===== config.mk =====
export PLATFORM = sky130hd
export DESIGN_NAME = ready_queue_with_keyed_removal
export DESIGN_NICKNAME = d
export VERILOG_FILES = /design/src/rtl/rqkr_pkg.sv /design/src/rtl/rqkr_cell.sv /design/src/rtl/ready_queue_with_keyed_removal.sv
export SDC_FILE = /design/constraint.sdc
export NUM_CORES = 1
export LEC_CHECK = 0
export BUFFER_PORTS_ARGS = -buffer_cell sky130_fd_sc_hd__buf_2
export CAP_MARGIN = 20
export CORE_ASPECT_RATIO = 2
export CORE_MARGIN = 5
export CORE_UTILIZATION = 30
export CTS_BUF_LIST = sky130_fd_sc_hd__clkbuf_8
export DETAILED_ROUTE_END_ITERATION = 10
export SYNTH_ARGS = -nofsm -noshare
export SYNTH_HDL_FRONTEND = slang
export SYNTH_SLANG_ARGS = --single-unit

===== constraint.sdc =====
create_clock -name i_clk -period 8.7 [get_ports i_clk]
set_input_delay 0.435 -clock i_clk [delete_from_list [all_inputs] [get_ports i_clk]]
set_output_delay 0.435 -clock i_clk [all_outputs]
set_load 0.03 [all_outputs]

===== src/rtl/rqkr_pkg.sv =====
// Shared types and codes for the ready queue with keyed removal.
package rqkr_pkg;

    // Operation codes carried by a request
    typedef enum logic [1:0] {
        OP_PUSH   = 2'd0,
        OP_POP    = 2'd1,
        OP_FIND   = 2'd2,
        OP_REMOVE = 2'd3
    } t_op;

    // Result status codes
    typedef enum logic [1:0] {
        ST_OK   = 2'd0,
        ST_NONE = 2'd1,
        ST_DUP  = 2'd2,
        ST_FULL = 2'd3
    } t_status;

    // Sequencer states
    typedef enum logic [2:0] {
        S_IDLE,
        S_CMP,
        S_SEL,
        S_EXEC,
        S_OUT
    } t_state;

    // Width of the reported entry count
    localparam int COUNT_W = 5;

    // Compare command broadcast to every cell
    typedef struct packed {
        logic cmp_en;      // capture a match flag this cycle
        logic cmp_handle;  // compare handle (push) instead of ID
    } t_cell_cmd;

endpackage


===== src/rtl/rqkr_cell.sv =====
// One queue slot: holds a handle and an ID, matches against the key, shifts toward the head.
module rqkr_cell
    import rqkr_pkg::*;
#(
    parameter int HW = 16,
    parameter int IW = 16
) (
    input  logic          i_clk,
    input  t_cell_cmd     i_cmd,
    input  logic          i_valid,
    input  logic [HW-1:0] i_key_handle,
    input  logic [IW-1:0] i_key_id,
    input  logic          i_load,
    input  logic          i_shift,
    input  logic [HW-1:0] i_nb_handle,
    input  logic [IW-1:0] i_nb_id,
    output logic [HW-1:0] o_handle,
    output logic [IW-1:0] o_id,
    output logic          o_hit
);

    logic [HW-1:0] r_handle;
    logic [IW-1:0] r_id;
    logic          r_hit;

    // Slot contents: load a new entry or take the neighbor's entry
    always_ff @(posedge i_clk) begin
        if (i_load) begin
            r_handle <= i_key_handle;
            r_id     <= i_key_id;
        end else if (i_shift) begin
            r_handle <= i_nb_handle;
            r_id     <= i_nb_id;
        end
    end

    // Match flag, only for occupied slots
    always_ff @(posedge i_clk) begin
        if (i_cmd.cmp_en) begin
            if (i_cmd.cmp_handle) begin
                r_hit <= i_valid && (r_handle == i_key_handle);
            end else begin
                r_hit <= i_valid && (r_id == i_key_id);
            end
        end
    end

    assign o_handle = r_handle;
    assign o_id     = r_id;
    assign o_hit    = r_hit;

endmodule


===== src/rtl/ready_queue_with_keyed_removal.sv =====
// Top level of the ready queue with keyed removal: sequencer and row of slot cells.
//
// Ordered task queue of QUEUE_DEPTH slots built as a row of cells, the head in cell 0.
// Each request (push, pop, find by ID, remove by ID) gives one result with the handle,
// a status and the new entry count. One request is in work at a time. The result is
// offered from the result register after key compare in every cell, pick of the oldest
// match and update of the row, and holds there while the consumer stalls. A new request
// is taken in the cycle after the result leaves. Removal closes the gap by shifting every
// cell behind the removed entry one place toward the head, all together. No clearing
// pass is needed after reset.
module ready_queue_with_keyed_removal
    import rqkr_pkg::*;
#(
    parameter int QUEUE_DEPTH  = 16,
    parameter int HANDLE_WIDTH = 16,
    parameter int ID_WIDTH     = 16
) (
    input  logic                               i_clk,
    input  logic                               i_rst_n,
    input  logic                               i_valid,
    output logic                               o_ready,
    input  logic [1:0]                         i_operation,
    input  logic [HANDLE_WIDTH-1:0]            i_task_handle,
    input  logic [ID_WIDTH-1:0]                i_task_id,
    output logic                               o_valid,
    input  logic                               i_ready,
    output logic [HANDLE_WIDTH-1:0]            o_out_handle,
    output logic [1:0]                         o_status,
    output logic [$clog2(QUEUE_DEPTH+1)-1:0]   o_entry_count
);

    localparam int N  = QUEUE_DEPTH;
    localparam int CW = $clog2(QUEUE_DEPTH + 1);

    t_state                  r_state, n_state;
    t_op                     r_op;
    logic [HANDLE_WIDTH-1:0] r_key_h;
    logic [ID_WIDTH-1:0]     r_key_id;
    logic [CW-1:0]           r_count, n_count;
    logic [N-1:0]            r_first, n_first;
    logic                    r_found, n_found;
    logic [HANDLE_WIDTH-1:0] r_out_h, n_out_h;
    t_status                 r_out_st, n_out_st;

    t_cell_cmd               w_cmd;
    logic [N-1:0]            w_valid, w_hit, w_load, w_shift;
    logic [HANDLE_WIDTH-1:0] w_h  [N];
    logic [ID_WIDTH-1:0]     w_id [N];
    logic [HANDLE_WIDTH-1:0] w_sel_h;
    logic [N-1:0]            w_ge_mask;
    logic                    w_accept;

    assign w_accept = i_valid && o_ready;

    // Row of slot cells, each but the last fed by its neighbor toward the tail
    for (genvar g = 0; g < N; g++) begin : g_cell
        logic [HANDLE_WIDTH-1:0] nb_h;
        logic [ID_WIDTH-1:0]     nb_id;

        assign w_valid[g] = CW'(g) < r_count;

        if (g == N - 1) begin : g_tail
            assign nb_h  = w_h[g];
            assign nb_id = w_id[g];
        end else begin : g_mid
            assign nb_h  = w_h[g+1];
            assign nb_id = w_id[g+1];
        end

        rqkr_cell #(
            .HW(HANDLE_WIDTH),
            .IW(ID_WIDTH)
        ) u_cell (
            .i_clk       (i_clk),
            .i_cmd       (w_cmd),
            .i_valid     (w_valid[g]),
            .i_key_handle(r_key_h),
            .i_key_id    (r_key_id),
            .i_load      (w_load[g]),
            .i_shift     (w_shift[g]),
            .i_nb_handle (nb_h),
            .i_nb_id     (nb_id),
            .o_handle    (w_h[g]),
            .o_id        (w_id[g]),
            .o_hit       (w_hit[g])
        );
    end

    // Handle of the selected cell: AND-OR over the one-hot pick
    always_comb begin
        w_sel_h = '0;
        for (int i = 0; i < N; i++) begin
            w_sel_h = w_sel_h | (w_h[i] & {HANDLE_WIDTH{r_first[i]}});
        end
    end

    // Cells at or behind the picked one
    assign w_ge_mask = ~(r_first - N'(1));

    // Request capture
    always_ff @(posedge i_clk) begin
        if (w_accept) begin
            r_op     <= t_op'(i_operation);
            r_key_h  <= i_task_handle;
            r_key_id <= i_task_id;
        end
    end

    // Control registers
    always_ff @(posedge i_clk) begin
        if (!i_rst_n) begin
            r_state <= S_IDLE;
            r_count <= '0;
        end else begin
            r_state <= n_state;
            r_count <= n_count;
        end
    end

    // Pick and result registers
    always_ff @(posedge i_clk) begin
        r_first  <= n_first;
        r_found  <= n_found;
        r_out_h  <= n_out_h;
        r_out_st <= n_out_st;
    end

    // Sequencer: next state, cell commands, result
    always_comb begin
        n_state          = r_state;
        n_count          = r_count;
        n_first          = r_first;
        n_found          = r_found;
        n_out_h          = r_out_h;
        n_out_st         = r_out_st;
        w_cmd.cmp_en     = 1'b0;
        w_cmd.cmp_handle = (r_op == OP_PUSH);
        w_load           = '0;
        w_shift          = '0;
        o_ready          = 1'b0;
        o_valid          = 1'b0;
        case (r_state)
            S_IDLE: begin
                o_ready = 1'b1;
                if (i_valid) begin
                    n_state = S_CMP;
                end
            end
            S_CMP: begin
                w_cmd.cmp_en = 1'b1;
                n_state      = S_SEL;
            end
            S_SEL: begin
                if (r_op == OP_POP) begin
                    n_found = (r_count != '0);
                    n_first = {{(N-1){1'b0}}, n_found};
                end else begin
                    n_found = |w_hit;
                    n_first = w_hit & (~w_hit + N'(1));
                end
                n_state = S_EXEC;
            end
            S_EXEC: begin
                n_out_h  = '0;
                n_out_st = ST_OK;
                case (r_op)
                    OP_PUSH: begin
                        if (r_found) begin
                            n_out_st = ST_DUP;
                        end else if (r_count == CW'(N)) begin
                            n_out_st = ST_FULL;
                        end else begin
                            w_load  = N'(1) << r_count;
                            n_count = r_count + CW'(1);
                        end
                    end
                    OP_POP, OP_REMOVE: begin
                        if (r_found) begin
                            n_out_h = w_sel_h;
                            w_shift = w_ge_mask;
                            n_count = r_count - CW'(1);
                        end else begin
                            n_out_st = ST_NONE;
                        end
                    end
                    OP_FIND: begin
                        if (r_found) begin
                            n_out_h = w_sel_h;
                        end else begin
                            n_out_st = ST_NONE;
                        end
                    end
                    default: begin
                        n_out_st = ST_NONE;
                    end
                endcase
                n_state = S_OUT;
            end
            S_OUT: begin
                o_valid = 1'b1;
                if (i_ready) begin
                    n_state = S_IDLE;
                end
            end
            default: begin
                n_state = S_IDLE;
            end
        endcase
    end

    assign o_out_handle  = r_out_h;
    assign o_status      = r_out_st;
    assign o_entry_count = r_count;

endmodule


==> results.md <==
* Max Cap Viol at 0
* Synth area leaders: edfxtp_1 55%, mux2_2 16%, xor2_1 12%, xnor2_1 2.1%, nor4_1 2.0%
* End of the critical path: g_cell[13].u_cell.o_id[6]
* Switching share of total power at 27.7%
* Async SR Flop Fraction at 0%
* H-tree levels at 3
* Mapped cell area at 0.0327 mm2
* IO Pins at 63
* Yosys cell types at 59
* Crit path arrival time at 4.61 ns
* CTS clk-pin slew, worst paths at 0.07 ns
* Clk_lat worst skew at 0.79 ns
* CP Max Fanout at 33
* Worst setup EP type: flop
* Gr ovfl total at 0
* CTS root buf: clkbuf_8
* CTS Sinks at 605
* Routed vias/inst at 5.56
* Worst vdd ir at slightly below 0.09 mV
* Core area at approximately 0.11 mm2
* Chip height at 477 um
* Overall Global Routing Usage at 23.6%
* Status: complete, no violations
* Post-DP HPWL at 101 mm
* Reg2reg path depth at 5
* Syn_nets at 2425
* PortBufs at 62
* RSZ-0062 raised after global routing: no
* Yosys top cell by area: edfxtp_1
* Syn Area/Cell at 13.8 um2
* Worst hold path class: in -> reg
* Slew headroom at 17.5%
* 1st-pass router iterations at 5
* Worst Setup Start Kind: flop
* Placement Cell Area at 0.0345 mm2
* Pins Over Slew Limit at 0
* Worst Setup SP: r_op[0]
* Synth Instances at between 2000 and 2500
* Gate power share at 10.6%
* Pin count of the biggest net entering global routing at 34
* EDFF count, synth at 597
* Share of post-route cells with drive strength above 1 at 30.7%
* CTS tree: done
* Synth warn at 0
* GP Congestion at 1.04
* Post-CTS Setup Inserts at 0
* Seq. cell area at roughly 0.018 mm2
* Antenna violations before repair at 10
* Maximum clock frequency at 0.240 GHz
* Final period util at between 40 and 50%
* Total power at 0.00624 W
* Via Count at 21605
* Mux contribution to synthesized area at 16.6%
* Int Power at around 0.0045 W
* Row count at 171
* Global-route wire length before repair at 190 mm
* Synth Area in XOR/XNOR at 14.0%
* Multi-input logic area at around 0.014 mm2
* Clk pwr share at 37.2%
* Synth top area share at between 50% and 60%
* Largest family of logic cells by synthesized area: multiplexers
* DRT iter0 DRCs at 2075
* Sw power at 0.00173 W
* WL/cell at 36.1 um
* Synth Area in Simple Gates at 5.83%
* Cts bufs inserted at 91
* Placed cells at 3672
* Synth Register Bits at about 610
* Crit path kind: reg -> reg
* Sequential-to-total area share from yosys stat at a little under three fifths
* Max Root-Sink Buffers at 3
* Hold_ws at 0.386 ns
* Req. time, crit path at 9.14 ns
* Power per Cell Area at about 170 mW/mm2
* Final min period at between 4 and 5 ns
* Layout Cells excl Fill at 3885
* Synth Area in Adders at less than 1%
* Die X-Extent at 244 um
* Count leader, synth: edfxtp_1
* TNS Setup at 0 ns
* Final setup violation count at 0
* Worst r2r src: r_op[0]
* Vias in the first global route at 22108
* Initial Util at 30.2%
* Pleak at 12.4 nW
* Max Clock Skew at 0.0710 ns
* Die Footprint at 0.116 mm2
* Post-synthesis compound-gate area fraction at ~4.7%
* FF-to-FF setup slack at ~4.5 ns
* Synth-to-layout area growth at 12.2%
* Predominant post-synthesis flop cell: edfxtp_1
* Total Nets Final at ~2500
* # fillers at 10447
* Post-synth top cells: 597 x edfxtp_1, 467 x mux2_2, 444 x xor2_1
* ANT nets after route at 0
* Sequential share of power at 52.2%
* DRT Wirelength at 140 mm
* Final hold vios at 0
* R2r endpoint: g_cell[13].u_cell.o_id[6]
* # DRC at 0
* Cell area after layout at between 0.03 and 0.04 mm2
* Worst-Margin Slew at between 1 and 1.5 ns
-- layer usage --
layer / share of wire [%] / up-vias / global-route usage, %
met3: 4.9 / 535 / 3.96
met2: 54 / 1102 / 44.3
li1: - / 9079 / -
met4: 13 / 2 / 21.9
met5: 0.014 / - / 0
met1: 29 / 10887 / 21.0
-- sequential cells by signal (all words and copies together) (netlist names), 2 cells and up --
name / flops
o_status: 2
r_key_h: 16
g_cell.u_cell.o_id: 256
g_cell.u_cell.o_handle: 256
o_out_handle: 16
r_key_id: 16
o_entry_count: 5
g_cell.u_cell.o_hit: 16
r_state: 3
r_first: 16
r_op: 2
-- power groups by stage --
stage	combinational (W)	clock (W)	sequential, W
6_report	0.000662	0.00232	0.00326
2_1_floorplan	0.000380	0	0.00330
3_5_place_dp	0.000634	0	0.00332
5_1_grt	0.000685	0.00248	0.00326
4_1_cts	0.000649	0.00239	0.00325
3_3_place_gp	0.000631	0	0.00332
-- through the flow --
stage                     setup slack (ns)  util [%]
after CTS                             4.59      33.7
after floorplan                       3.78         -
after global routing                  4.48      33.8
after global placement                4.58      31.7
after detailed placement              4.59      31.8
final                                 4.53      33.9
-- cell families after synthesis --
logic type | Yosys count
AO/OA/AOI/OAI | 200
multiplexers | 482
AND/OR/NAND/NOR | 322
XOR/XNOR | 524
buffers and inverters | 236
adder cells (fa/ha/maj) | 9
flip-flops | 605
-- worst min path at each step --
stage,end,slack (ns),depth (start not counted),from
CTS,r_key_id[15],0.29,2,i_task_id[15]
global route,r_key_h[7],0.36,2,i_task_handle[7]
global placement,r_state[1],0.55,1,r_state[2]
detailed placement,r_state[1],0.56,1,r_state[2]
floorplan,g_cell[15].u_cell.o_handle[0],0.42,0,r_key_h[0]
finish,r_key_h[2],0.39,2,i_task_handle[2]
-- placed cells by master, fill, tap and decap left out, types with 4 or more instances in the layout --
cell type / n
nor4_1: 102
inv_1: 30
buf_16: 6
clkbuf_8: 92
o21ai_0: 6
dlygate4sd3_1: 39
mux2_2: 467
xnor2_1: 80
o22ai_1: 17
nor3_1: 26
a22oi_1: 32
mux2_1: 13
clkinvlp_4: 4
a22o_1: 48
edfxtp_1: 597
ha_1: 9
nor3b_1: 5
a31oi_1: 17
nand2b_1: 4
bufinv_16: 4
nand4_1: 36
o21ai_4: 9
dfxtp_1: 8
or4_1: 7
buf_4: 75
a221oi_1: 47
clkinv_2: 11
diode_2: 7
and3_1: 19
clkinv_1: 24
nand2_2: 11
nor2_1: 27
nand3_1: 40
buf_2: 62
nand2_1: 11
a21oi_1: 4
xor2_1: 444
-- critical path: stages, from the launching register on --
cell and delay [ns]:
edfxtp_1 0.56, or3_1 0.60, nor4_1 0.94, nand2_2 0.80, o21ai_4 0.56, buf_4 0.37
-- cell type report --
type,instances,share of cell area (%)
flip-flops and latches,605,49.3
multi-input cells,1537,37.4
well taps,1384,4.72
repair buffers,185,3.99
clock buffers,92,3.45
clock inverters,66,1.07
inverters,9,0.0920
diodes,7,0.0477
-- repair_timing --
item | 4_1_cts | 5_1_grt
endpoints found under the hold margin | 42 | 0
hold buffers | 39 | 0
resized for setup | 0 | 0
(Power assumes the default switching activity.)
